$ cat config.mk
export PLATFORM = sky130hd
export DESIGN_NAME = fixed_frame_deframer
export DESIGN_NICKNAME = d
export VERILOG_FILES = /design/src/design/ffd_pkg.sv /design/src/design/ffd_cell.sv /design/src/design/fixed_frame_deframer.sv
export SDC_FILE = /design/constraint.sdc
export NUM_CORES = 1
export LEC_CHECK = 0
export BUFFER_PORTS_ARGS = -buffer_cell sky130_fd_sc_hd__buf_4
export CAP_MARGIN = 20
export CELL_PAD_IN_SITES_DETAIL_PLACEMENT = 0
export CELL_PAD_IN_SITES_GLOBAL_PLACEMENT = 1
export CORE_AREA = 5 5 121 135
export DETAILED_ROUTE_END_ITERATION = 16
export DIE_AREA = 0 0 126 140
export PLACE_DENSITY = 0.73
export SYNTH_ARGS = -nofsm -noshare
export SYNTH_HDL_FRONTEND = slang
export SYNTH_SLANG_ARGS = --single-unit
$ cat constraint.sdc
create_clock -name i_clk -period 6.7 [get_ports i_clk]
set_input_delay 0.67 -clock i_clk [delete_from_list [all_inputs] [get_ports i_clk]]
set_output_delay 0.67 -clock i_clk [all_outputs]
set_load 0.01 [all_outputs]
$ cat src/design/ffd_pkg.sv
// ----------------------------------------------------------------------------
// ffd_pkg
// Shared types and constants for the fixed-length frame deframer.
// ----------------------------------------------------------------------------
package ffd_pkg;

    localparam int unsigned BYTE_W  = 8;
    localparam int unsigned WORD_W  = 16;
    localparam int unsigned POS_W   = 4;
    localparam int unsigned NUM_CELLS = 9;   // frame bytes 1..9

    typedef logic [BYTE_W-1:0] t_byte;
    typedef logic [WORD_W-1:0] t_word;
    typedef logic [POS_W-1:0]  t_pos;
    typedef logic [1:0]        t_status;
    typedef logic [1:0]        t_cfg_idx;

    // result status codes
    localparam t_status ST_OK         = 2'd0;
    localparam t_status ST_HEADER_ERR = 2'd1;
    localparam t_status ST_TAIL_ERR   = 2'd2;

    // configuration register indexes
    localparam t_cfg_idx CFG_HEADER = 2'd0;
    localparam t_cfg_idx CFG_TAIL   = 2'd1;

    // frame positions
    localparam t_pos POS_HEADER     = 4'd0;
    localparam t_pos POS_PAY_LAST   = 4'd9;
    localparam t_pos POS_TAIL       = 4'd11;

    localparam t_byte HEADER_RESET  = 8'hA5;
    localparam t_byte TAIL_RESET    = 8'h5A;

endpackage

$ cat src/design/ffd_cell.sv
// ----------------------------------------------------------------------------
// ffd_cell
// One byte cell of the payload shift chain; loads its neighbor on shift.
// ----------------------------------------------------------------------------
module ffd_cell (
    input  logic           i_clk,
    input  logic           i_shift,
    input  ffd_pkg::t_byte i_data,
    output ffd_pkg::t_byte o_data
);

    ffd_pkg::t_byte r_data;
    ffd_pkg::t_byte n_data;

    always_comb begin
        n_data = i_shift ? i_data : r_data;
    end

    // payload only, no reset
    always_ff @(posedge i_clk) begin
        r_data <= n_data;
    end

    assign o_data = r_data;

endmodule

$ cat src/design/fixed_frame_deframer.sv
// ----------------------------------------------------------------------------
// fixed_frame_deframer
// Assembles 12-byte frames (header, payload bytes 1..9, checksum, tail)
// from a byte stream and reports header error, tail error or parsed fields.
// ----------------------------------------------------------------------------
// Throughput: one byte per cycle; input stalls only while a result is held
//   in the output register by a receiver stall.
// Results: o_valid rises in the cycle after the byte that causes a result
//   (a mismatched header byte or the tail byte) is accepted.
// Payload bytes move down a chain of nine byte cells, one step per accepted
//   payload byte; the tail transaction reads the whole chain at once.
// Reset (synchronous, active low): position to header, output valid clear,
//   header/tail registers to 0xA5/0x5A. Payload cells are not reset.
// ----------------------------------------------------------------------------
module fixed_frame_deframer (
    input  logic                i_clk,
    input  logic                i_rst_n,
    // byte input channel
    input  logic                i_valid,
    output logic                o_stall,
    input  ffd_pkg::t_byte      i_rx_byte,
    // result channel
    output logic                o_valid,
    input  logic                i_stall,
    output ffd_pkg::t_status    o_status,
    output ffd_pkg::t_byte      o_byte_value,
    output ffd_pkg::t_word      o_word_a,
    output ffd_pkg::t_word      o_word_b,
    output ffd_pkg::t_word      o_word_c,
    output ffd_pkg::t_word      o_word_d,
    // configuration write channel
    input  logic                i_cfg_valid,
    output logic                o_cfg_ready,
    input  ffd_pkg::t_cfg_idx   i_cfg_index,
    input  ffd_pkg::t_byte      i_cfg_data
);

    // ------------------------------------------------------------------
    // Configuration registers
    // ------------------------------------------------------------------
    ffd_pkg::t_byte r_header;
    ffd_pkg::t_byte r_tail;

    assign o_cfg_ready = 1'b1;

    always_ff @(posedge i_clk) begin
        if (!i_rst_n) begin
            r_header <= ffd_pkg::HEADER_RESET;
            r_tail   <= ffd_pkg::TAIL_RESET;
        end else if (i_cfg_valid && o_cfg_ready) begin
            unique case (i_cfg_index)
                ffd_pkg::CFG_HEADER: r_header <= i_cfg_data;
                ffd_pkg::CFG_TAIL:   r_tail   <= i_cfg_data;
                default: ;           // unknown index ignored
            endcase
        end
    end

    // ------------------------------------------------------------------
    // Handshake: the output register decouples the two sides
    // ------------------------------------------------------------------
    logic r_out_valid;
    logic w_accept;

    assign o_stall  = r_out_valid && i_stall;
    assign w_accept = i_valid && !o_stall;

    // ------------------------------------------------------------------
    // Position counter and decode
    // ------------------------------------------------------------------
    ffd_pkg::t_pos r_pos;
    ffd_pkg::t_pos n_pos;
    logic          w_at_header;
    logic          w_at_payload;
    logic          w_at_tail;

    // positions 12..15 cannot occur, but decode as header anyway
    assign w_at_header  = (r_pos == ffd_pkg::POS_HEADER) || (r_pos > ffd_pkg::POS_TAIL);
    assign w_at_payload = !w_at_header && (r_pos <= ffd_pkg::POS_PAY_LAST);
    assign w_at_tail    = (r_pos == ffd_pkg::POS_TAIL);

    always_comb begin
        n_pos = r_pos;
        if (w_accept) begin
            if (w_at_header) begin
                n_pos = (i_rx_byte == r_header) ? ffd_pkg::t_pos'(1) : ffd_pkg::POS_HEADER;
            end else if (w_at_tail) begin
                n_pos = ffd_pkg::POS_HEADER;
            end else begin
                n_pos = r_pos + ffd_pkg::t_pos'(1);
            end
        end
    end

    always_ff @(posedge i_clk) begin
        if (!i_rst_n) begin
            r_pos <= ffd_pkg::POS_HEADER;
        end else begin
            r_pos <= n_pos;
        end
    end

    // ------------------------------------------------------------------
    // Payload chain: cell 0 takes the incoming byte. After nine shifts
    // frame byte n sits in cell 9-n.
    // ------------------------------------------------------------------
    logic           w_shift;
    ffd_pkg::t_byte w_cell [ffd_pkg::NUM_CELLS];

    assign w_shift = w_accept && w_at_payload;

    for (genvar g = 0; g < ffd_pkg::NUM_CELLS; g++) begin : g_cell
        if (g == 0) begin : g_first
            ffd_cell u_cell (
                .i_clk   (i_clk),
                .i_shift (w_shift),
                .i_data  (i_rx_byte),
                .o_data  (w_cell[g])
            );
        end else begin : g_rest
            ffd_cell u_cell (
                .i_clk   (i_clk),
                .i_shift (w_shift),
                .i_data  (w_cell[g-1]),
                .o_data  (w_cell[g])
            );
        end
    end

    // ------------------------------------------------------------------
    // Result register
    // ------------------------------------------------------------------
    logic              w_hdr_err;
    logic              w_done;
    logic              w_tail_ok;
    ffd_pkg::t_status  r_status;
    ffd_pkg::t_byte    r_byte_value;
    ffd_pkg::t_word    r_word_a;
    ffd_pkg::t_word    r_word_b;
    ffd_pkg::t_word    r_word_c;
    ffd_pkg::t_word    r_word_d;

    assign w_hdr_err = w_accept && w_at_header && (i_rx_byte != r_header);
    assign w_done    = w_accept && w_at_tail;
    assign w_tail_ok = (i_rx_byte == r_tail);

    always_ff @(posedge i_clk) begin
        if (!i_rst_n) begin
            r_out_valid <= 1'b0;
        end else if (w_hdr_err || w_done) begin
            r_out_valid <= 1'b1;
        end else if (!i_stall) begin
            r_out_valid <= 1'b0;
        end
    end

    // error results carry zero fields
    always_ff @(posedge i_clk) begin
        if (w_hdr_err || w_done) begin
            if (w_done && w_tail_ok) begin
                r_status     <= ffd_pkg::ST_OK;
                r_byte_value <= w_cell[8];
                r_word_a     <= {w_cell[6], w_cell[7]};
                r_word_b     <= {w_cell[4], w_cell[5]};
                r_word_c     <= {w_cell[2], w_cell[3]};
                r_word_d     <= {w_cell[0], w_cell[1]};
            end else begin
                r_status     <= w_done ? ffd_pkg::ST_TAIL_ERR : ffd_pkg::ST_HEADER_ERR;
                r_byte_value <= '0;
                r_word_a     <= '0;
                r_word_b     <= '0;
                r_word_c     <= '0;
                r_word_d     <= '0;
            end
        end
    end

    assign o_valid      = r_out_valid;
    assign o_status     = r_status;
    assign o_byte_value = r_byte_value;
    assign o_word_a     = r_word_a;
    assign o_word_b     = r_word_b;
    assign o_word_c     = r_word_c;
    assign o_word_d     = r_word_d;

    // ------------------------------------------------------------------
    // Assertions
    // ------------------------------------------------------------------
    a_pos_range: assert property (@(posedge i_clk) disable iff (!i_rst_n)
        r_pos <= ffd_pkg::POS_TAIL)
        else $error("frame position out of range");

    a_pos_step: assert property (@(posedge i_clk) disable iff (!i_rst_n)
        (w_accept && !w_at_header && !w_at_tail) |=> (r_pos == $past(r_pos) + 4'd1))
        else $error("mid-frame byte did not advance position");

    a_tail_result: assert property (@(posedge i_clk) disable iff (!i_rst_n)
        w_done |=> (r_out_valid && r_pos == ffd_pkg::POS_HEADER))
        else $error("tail transaction without result or position reset");

    a_err_zero: assert property (@(posedge i_clk) disable iff (!i_rst_n)
        (r_out_valid && r_status != ffd_pkg::ST_OK) |->
            (r_byte_value == 8'd0 && r_word_a == 16'd0 && r_word_d == 16'd0))
        else $error("error result carries nonzero fields");

    a_status_code: assert property (@(posedge i_clk) disable iff (!i_rst_n)
        r_out_valid |-> (r_status == ffd_pkg::ST_OK || r_status == ffd_pkg::ST_HEADER_ERR
                         || r_status == ffd_pkg::ST_TAIL_ERR))
        else $error("invalid status code");

endmodule

Word-level counts from Yosys, hierarchy flattened
Cells that the tools add are included.

storage, ports and cells
  logic and storage cells = 50
  input bits = 23
  flip-flop bits (word level) = 167

operators by class
  order comparisons = 2
  equality and inequality tests = 6
  add/sub/neg operators = 1
  reductions and logical operators = 16
  mux-type cells = 6

operators by type and width
  operator                                               number
  equality test 8 bit                                    2
  logical AND 1 bit                                      8
  two-way mux 4 bit                                      2
  inequality test 8 bit                                  1
  adder 4 x 1 -> 4 bit, second input constant            1
  equality test 4 bit, second input constant             1
  > comparator 4 bit, second input constant              1
  <= comparator 4 bit, second input constant             1
  logical NOT 4 bit                                      1
  AND reduction 2 bit                                    2
  two-way mux 1 bit                                      3
  equality test 2 x 1 -> 1 bit, second input constant    1
  logical NOT 1 bit                                      2
  logical NOT 2 bit                                      1
  logical OR 1 bit                                       2
  two-way mux 2 bit                                      1
  inequality test 2 x 1 -> 1 bit, second input constant  1

Depth between registers and ports, before layout
Gate-level depths: netlist of the first run.

  depth after elaboration = 7
  gate-level depth with buffers = 6
  mapped depth without buffers = 6

By module
A second synthesis of the first run with hierarchy kept.

second synthesis, totals
  cells, all modules = 344
  area, all modules = 6082.1 um^2

modules (own cells, without submodules)
  module                seq. area each (um^2)  area each (um^2)  times used  cells each
  fixed_frame_deframer  2642.5                 3920.0            1           272
  ffd_cell              240.2                  240.2             9           8

Worst setup path after synthesis of the first run
Ideal clock, no wire load.

  path kind = in2reg
  start point = input port i_rx_byte[7]
  end point = register r_byte_value[0] (netlist: o_byte_value[0]), enable pin
  arrival time = 6.421 ns
  cell stages on the path = 4
  path slack = -0.337 ns
  cell sequence = xnor2_1 -> nand4_1 -> nor2_1 -> o31ai_1

between the ends
  cells in the longest elaborated chain, start to end = 3

RTL lines
  what                   RTL line                     source
  start, declared        fixed_frame_deframer.sv:21   input ffd_pkg::t_byte i_rx_byte,
  inequality test 8 bit  fixed_frame_deframer.sv:143  assign w_hdr_err = w_accept && w_at_header && (i_rx_byte != r_header);
  logical AND 1 bit      fixed_frame_deframer.sv:143
  logical OR 1 bit       fixed_frame_deframer.sv:159  if (w_hdr_err || w_done) begin
  end signal, assigned   fixed_frame_deframer.sv:162  r_byte_value <= w_cell[8];
  end, declared          fixed_frame_deframer.sv:137  ffd_pkg::t_byte r_byte_value;

No other way between the ends.
A chain may end at the register's enable or synchronous reset.

Worst setup path after layout of the first run
  start point = register r_pos[0]
  end point = register r_word_b[3] (netlist: o_word_b[3]), enable pin

between the ends
  cells in the longest elaborated chain, start to end = 5

RTL lines
  what                                                            RTL line                     source
  start, declared                                                 fixed_frame_deframer.sv:71   ffd_pkg::t_pos r_pos;
  start signal, assigned                                          fixed_frame_deframer.sv:97   r_pos <= ffd_pkg::POS_HEADER;
  start signal, assigned                                          fixed_frame_deframer.sv:99   r_pos <= n_pos;
  > comparator 4 bit / logical NOT 4 bit (equally long branches)  fixed_frame_deframer.sv:78   assign w_at_header = (r_pos == ffd_pkg::POS_HEADER) || (r_pos > ffd_pkg::POS_TAIL);
  logical OR 1 bit                                                fixed_frame_deframer.sv:78
  logical AND 1 bit (2 in a row)                                  fixed_frame_deframer.sv:143
  logical OR 1 bit *                                              fixed_frame_deframer.sv:159
  end signal, assigned                                            fixed_frame_deframer.sv:164  r_word_b <= {w_cell[4], w_cell[5]};
  end, declared                                                   fixed_frame_deframer.sv:139  ffd_pkg::t_word r_word_b;

Mark *: on every way between the ends. The rest lies on a longest branch, timed or not.

==> impl_metrics.toml, run 1 <==
[clock_network]
cts_buffer_depth = 2
cts_made_buffers = 17
h-tree-depth = 4
cts-root-buf = "clkbuf_16"
post_cts_buffers = 0
hold_buffers = 0
cts_tree = "yes"
clock_latency_ns = 0.41
cts.clk_slew.worst_paths_ns = 0.06
clkSinkCount = 167
post_cts_resized = 0

[drt]
wl_per_cell_microns = 14.5
vias = 2992
ant_nets = 0
drtIter0Drc = 231
routed_wl_microns = 9610
drc = 0
drt_pass1_iterations = 4
vias_per_cell = 4.51

[synth]
synth_warnings = 0
synthesis.nets = 370
ys_seq_area_share_pct = 79.0
synth.distinct_cells = 36
synth_area_sq_um = 6080
synth_cells = 344
synth_seq_cells = 167
syn_area_per_cell_sq_um = 17.7

[power_and_ir_drop]
p_sw_w = 0.000461
internal-power_w = 0.00185
swShare_pct = 20.0
combPwrFrac_pct = 6.4
p_leak_nw = 2.91
p_per_area_nw_per_um2 = 301
power_frac_clock_pct = 40.8
pwr-share-seq_pct = 52.8
ir_drop_mv = 0.164

[floorplanning]
start_util_pct = 41.0
die_h_microns = 140
rows = 47
die_w_microns = 126
core_area_sq_um = 14800
die_area_sq_um = 17600
io_pins = 100

[run]
maxCapViolCount = 0

[grt]
grtUsageTotal_pct = 11.1
gr-total-overflow = 0
grt_first_pass_wirelength_microns = 15400
grt_max_degree = 75
antenna_found_initial = 0
grt_pass1_vias = 3062

[place]
port-buffer-count = 98
dp.cells = 631
place.detailed.hpwl_microns = 6400
gp_congestion = 0.824

[timing]
relSlewSlack_pct = 39.0
slew_violations = 0
hold_viol = 0
fin_setup_tns_ns = 0
finalSetupViolations = 0
worst_pin_slew_ns = 0.914
fmax_mhz = 379
finalCritPeriodShare_pct = 39.4
clock_skew_ns = 0.00949
rsz0062_at_grt = "false"
layout_min_cycle_time_ns = 2.64

[final_layout]
final_cells = 663
nets = 480
n_antenna_cell = 0
area_growth_pct = 26.0
fill_cells = 1247
layout-drive-gt1-share_pct = 40.9

[setup_path]
setup.worst_path.end_class = "register"
cp_slowest_cell = "buf_4"
cp-start-kind = "register"
cp_num_buf_inv = 2
rr_startpoint = "r_pos[0]"
path_class = "register to register"
critical_path_arrival_ns = 2.66
crit_chain = "inv_1 > ha_1 > nor3b_1 > a21oi_1 > o31ai_4 > buf_4"
cp_num_cells = 6
path_max_fanout = 74
slowest_delay_ns = 0.73
cp-startpoint = "r_pos[0]"
cpLargestDelayFamily = "buffers and inverters"
r2r_cells = 6
crit_required_ns = 6.73

[hold_path]
worstHoldPathCells = 0
min_from = "g_cell[1].g_rest.u_cell.o_data[6]"
hp-class = "register to register"

[run_status]
status = "finished, final reports clean"
stage by stage:
stage          instance area [sq um]  utilization [%]  total power [W]  worst slack [ns]  hold slack, ns
2_1_floorplan                   6090                -          0.00131              1.97           0.417
3_3_place_gp                    7070             47.7          0.00139              4.03           0.421
3_5_place_dp                    7070             47.7          0.00139              3.96           0.424
4_1_cts                         7660             51.7          0.00234              4.00           0.439
5_1_grt                         7660             51.7          0.00240              3.79           0.452
6_report                        7660             51.7          0.00231              4.06           0.436
synth_stat cells:
cell type / n / area [sq um]
buf_4: 1 / 7.51
edfxtp_1: 146 / 4380
nor3_1: 1 / 5.00
nand3_1: 2 / 10.0
mux2i_1: 16 / 160
and3_2: 1 / 7.51
o21ai_0: 3 / 15.0
nand4_1: 5 / 31.3
nor3b_1: 4 / 30.0
ha_1: 3 / 37.5
a211oi_1: 1 / 7.51
nand2_1: 12 / 45.0
and3b_2: 1 / 10.0
o22ai_1: 1 / 6.26
o31ai_1: 1 / 7.51
xnor2_1: 16 / 140
inv_1: 3 / 11.3
a21oi_1: 1 / 5.00
nor3_4: 1 / 16.3
a21boi_0: 1 / 7.51
nand2_4: 1 / 11.3
nor2b_1: 8 / 50.1
nand3b_1: 1 / 7.51
clkbuf_2: 7 / 35.0
a2bb2oi_1: 1 / 8.76
a21boi_4: 1 / 18.8
and2_2: 53 / 398
and2_1: 21 / 131
clkbuf_1: 3 / 11.3
a21bo_2: 1 / 10.0
conb_1: 1 / 3.75
o311ai_0: 1 / 8.76
o311a_1: 1 / 10.0
buf_2: 1 / 5.00
nor2_1: 2 / 7.51
dfxtp_1: 21 / 420
registers in the layout (all words and copies together), names as in the netlist:
register	flops
g_cell.g_first.u_cell.o_data	8
g_cell.g_rest.u_cell.o_data	64
o_byte_value	8
o_status	2
o_valid	1
o_word_a	16
o_word_b	16
o_word_c	16
o_word_d	16
r_header	8
r_pos	4
r_tail	8
power groups by stage:
stage | sequential [W] | combinational [W] | clock, W
after global routing | 0.00122 | 0.000161 | 0.00101
after floorplan | 0.00126 | 0.0000482 | 0
final | 0.00122 | 0.000147 | 0.000941
after detailed placement | 0.00124 | 0.000152 | 0
after global placement | 0.00124 | 0.000149 | 0
after CTS | 0.00122 | 0.000152 | 0.000968
placed cells by master, fill, tap and decap left out, types with 3 or more instances in the layout:
cell type and instances:
and2_1 21, and2_2 53, buf_4 103, clkbuf_1 5, clkbuf_16 21, dfxtp_1 21, edfxtp_1 146, ha_1 3
inv_1 3, mux2i_1 16, nand2_1 12, nand4_1 5, nor2b_1 8, nor3b_1 4, o21ai_0 3, xnor2_1 16
layer usage:
metal / vias to the layer above / part of all wire, % / track usage (%)
met1: 1423 / 44 / 14.1
li1: 1461 / - / -
met2: 98 / 46 / 16.8
met5: - / 0 / 0
met3: 10 / 8.6 / 5.22
met4: 0 / 1.2 / 3.95
worst paths after layout:
kind / endpoint / slack [ns]
setup reg to reg: o_word_b[3] / 4.06
hold reg to reg: g_cell[2].g_rest.u_cell.o_data[6] / 0.44
hold / removal: g_cell[2].g_rest.u_cell.o_data[6] / 0.44
setup / recovery: o_word_b[3] / 4.06
kinds of logic after synthesis:
group / count (synthesis) / synth area share, %
AO/OA/AOI/OAI: 13 / 1.73
adder cells (fa/ha/maj): 3 / 0.617
buffers and inverters: 15 / 1.15
AND/OR/NAND/NOR: 113 / 12.5
XOR/XNOR: 16 / 2.30
multiplexers: 16 / 2.63
other: 1 / 0.0617
flip-flops: 167 / 79.0
area by class of cell:
cell class | instances | area, sq um | share of cell area, %
Timing Repair Buffer | 103 | 773 | 10.1
Inverter | 3 | 11.3 | 0.147
Clock buffer | 28 | 572 | 7.46
Clock inverter | 4 | 22.5 | 0.294
Multi-Input combinational cell | 162 | 1230 | 16.1
Sequential cell | 167 | 4800 | 62.7
Tap cell | 196 | 245 | 3.20
worst register-to-register path: cells and delay by family, from the launching register on:
kind	cells	cell delay, ns
DFF	1	0.35
buffers and inverters	2	0.82
and+or+nand+nor	1	0.44
AOI/OAI and AO/OA	2	0.42
adders and majority gates	1	0.19
Power figures use the tool's default switching activity.
==> run 2: changes to the inputs <==
==> constraint.sdc (replaced) <==
create_clock -name i_clk -period 2.2 [get_ports i_clk]
set_input_delay 0.22 -clock i_clk [delete_from_list [all_inputs] [get_ports i_clk]]
set_output_delay 0.22 -clock i_clk [all_outputs]
set_load 0.01 [all_outputs]
==> impl_metrics.toml, run 2 (synthesized netlist as in run 1, its figures left out) <==
[run_status]
status = "finished, final reports clean"

[clock_network]
cts_buffer_depth = 2
cts-root-buf = "clkbuf_16"
cts.clk_slew.worst_paths_ns = 0.06
hold_buffers = 5
h-tree-depth = 4
clock_latency_ns = 0.41
cts_tree = "yes"
post_cts_resized = 0
cts_made_buffers = 17
post_cts_buffers = 0
clkSinkCount = 167

[final_layout]
final_common_cell = "edfxtp_1"
mostFrequentLayoutCells = "146 x edfxtp_1, 99 x buf_4, 53 x and2_2"
n_antenna_cell = 0
final_area_sq_um = 7780
layout-drive-gt1-share_pct = 42.0
final_cells = 667
area_growth_pct = 27.9
largest_reg_flops = 64
nets = 484
fill_cells = 1266

[timing]
finalCritPeriodShare_pct = 90.1
finalSetupViolations = 0
fin_setup_tns_ns = 0
finalWorstSetupSlack_ns = 0.218
fmax_mhz = 505
rsz0062_at_grt = "false"
relSlewSlack_pct = 65.0
hold_viol = 0
worst_pin_slew_ns = 0.524
layout_min_cycle_time_ns = 1.98
slew_violations = 0
clock_skew_ns = 0.00789

[setup_path]
crit_required_ns = 2.27
regToRegSetupSlack_ns = 0.22
path_max_fanout = 74
path_class = "register to register"
setup.worst_path.end_class = "register"
rr_endpoint = "o_byte_value[5]"
rr_startpoint = "r_pos[0]"
critical_path_arrival_ns = 2.05
cp-start-kind = "register"
r2r_cells = 6

[drt]
drc = 0
drtIter0Drc = 264
ant_nets = 0
routed_wl_microns = 9640
drt_pass1_iterations = 4
vias_per_cell = 4.53
vias = 3020
wl_per_cell_microns = 14.5

[place]
gp_congestion = 0.793
dpl_cell_area_sq_um = 7130
port-buffer-count = 98
dp.cells = 630
post-place-ws_ns = 0.217
place.detailed.hpwl_microns = 6120

[power_and_ir_drop]
p_per_area_nw_per_um2 = 912
p_leak_nw = 2.94
swShare_pct = 20.0
design_power_total_w = 0.00710
combPwrFrac_pct = 6.7
internal-power_w = 0.00568
power_frac_clock_pct = 41.1
ir_drop_mv = 0.359
pwr-share-seq_pct = 52.2
p_sw_w = 0.00142

[grt]
grtUsageTotal_pct = 11.3
gr-total-overflow = 0
grt_max_degree = 75
antenna_found_initial = 0
grt_first_pass_wirelength_microns = 15600
grt_pass1_vias = 3107

[floorplanning]
rows = 47
die_h_microns = 140
die_w_microns = 126
core_area_sq_um = 14800
start_util_pct = 41.0
die_area_sq_um = 17600
io_pins = 100

[hold_path]
hp-class = "primary input to register"
worstHoldEndpoint = "g_cell[0].g_first.u_cell.o_data[2]"
worstHoldPathCells = 1
min_from = "i_rx_byte[2]"

[run]
maxCapViolCount = 0
run 2: power groups by stage:
stage / Combinational [W] / Clock (W) / Sequential [W]
final: 0.000473 / 0.00292 / 0.00371
after global routing: 0.000512 / 0.00315 / 0.00373
after CTS: 0.000486 / 0.00301 / 0.00371
after detailed placement: 0.000479 / 0 / 0.00378
after global placement: 0.000471 / 0 / 0.00377
after floorplan: 0.000158 / 0 / 0.00382
run 2: area by class of cell:
cell class	count	area [sq um]	share of cell area [%]
Multi-Input combinational cell	162	1260	16.2
Tap cell	196	245	3.15
Clock buffer	26	543	6.98
Clock inverter	6	58.8	0.756
Inverter	3	11.3	0.145
Sequential cell	167	4810	61.8
Timing Repair Buffer	107	853	11.0
run 2: per-layer routing:
layer  wire length [microns]  up-vias  track usage [%]
met5                       0        -                0
met4                     195        0             5.42
met3                     780       16             5.06
met2                    4450       98             17.1
met1                    4220     1441             14.0
li1                        -     1465                -
run 2: how the worst max path moves through the flow:
| stage | startpoint | endpoint | depth (start not counted) |
|---|---|---|---|
| final | r_pos[0] | o_byte_value[5] | 6 |
| after global routing | r_pos[1] | o_word_b[7] | 6 |
| after CTS | r_pos[0] | o_word_b[7] | 6 |
| after detailed placement | r_pos[0] | o_byte_value[7] | 6 |
| after global placement | r_pos[1] | o_byte_value[7] | 6 |
| after floorplan | r_pos[1] | o_byte_value[0] | 5 |
run 2: worst max-delay path, stage by stage, from the launching register on:
cell     delay, ns
dfxtp_2       0.35
inv_2         0.08
ha_4          0.13
nor3b_4       0.25
a21oi_2       0.12
o31ai_4       0.28
buf_12        0.37
run 2: through the flow:
step           utilization [%]  hold slack (ns)
2_1_floorplan                -            0.319
3_3_place_gp              48.1            0.420
3_5_place_dp              48.1            0.425
4_1_cts                   52.5         0.000784
5_1_grt                   52.5          0.00161
6_report                  52.5           0.0207
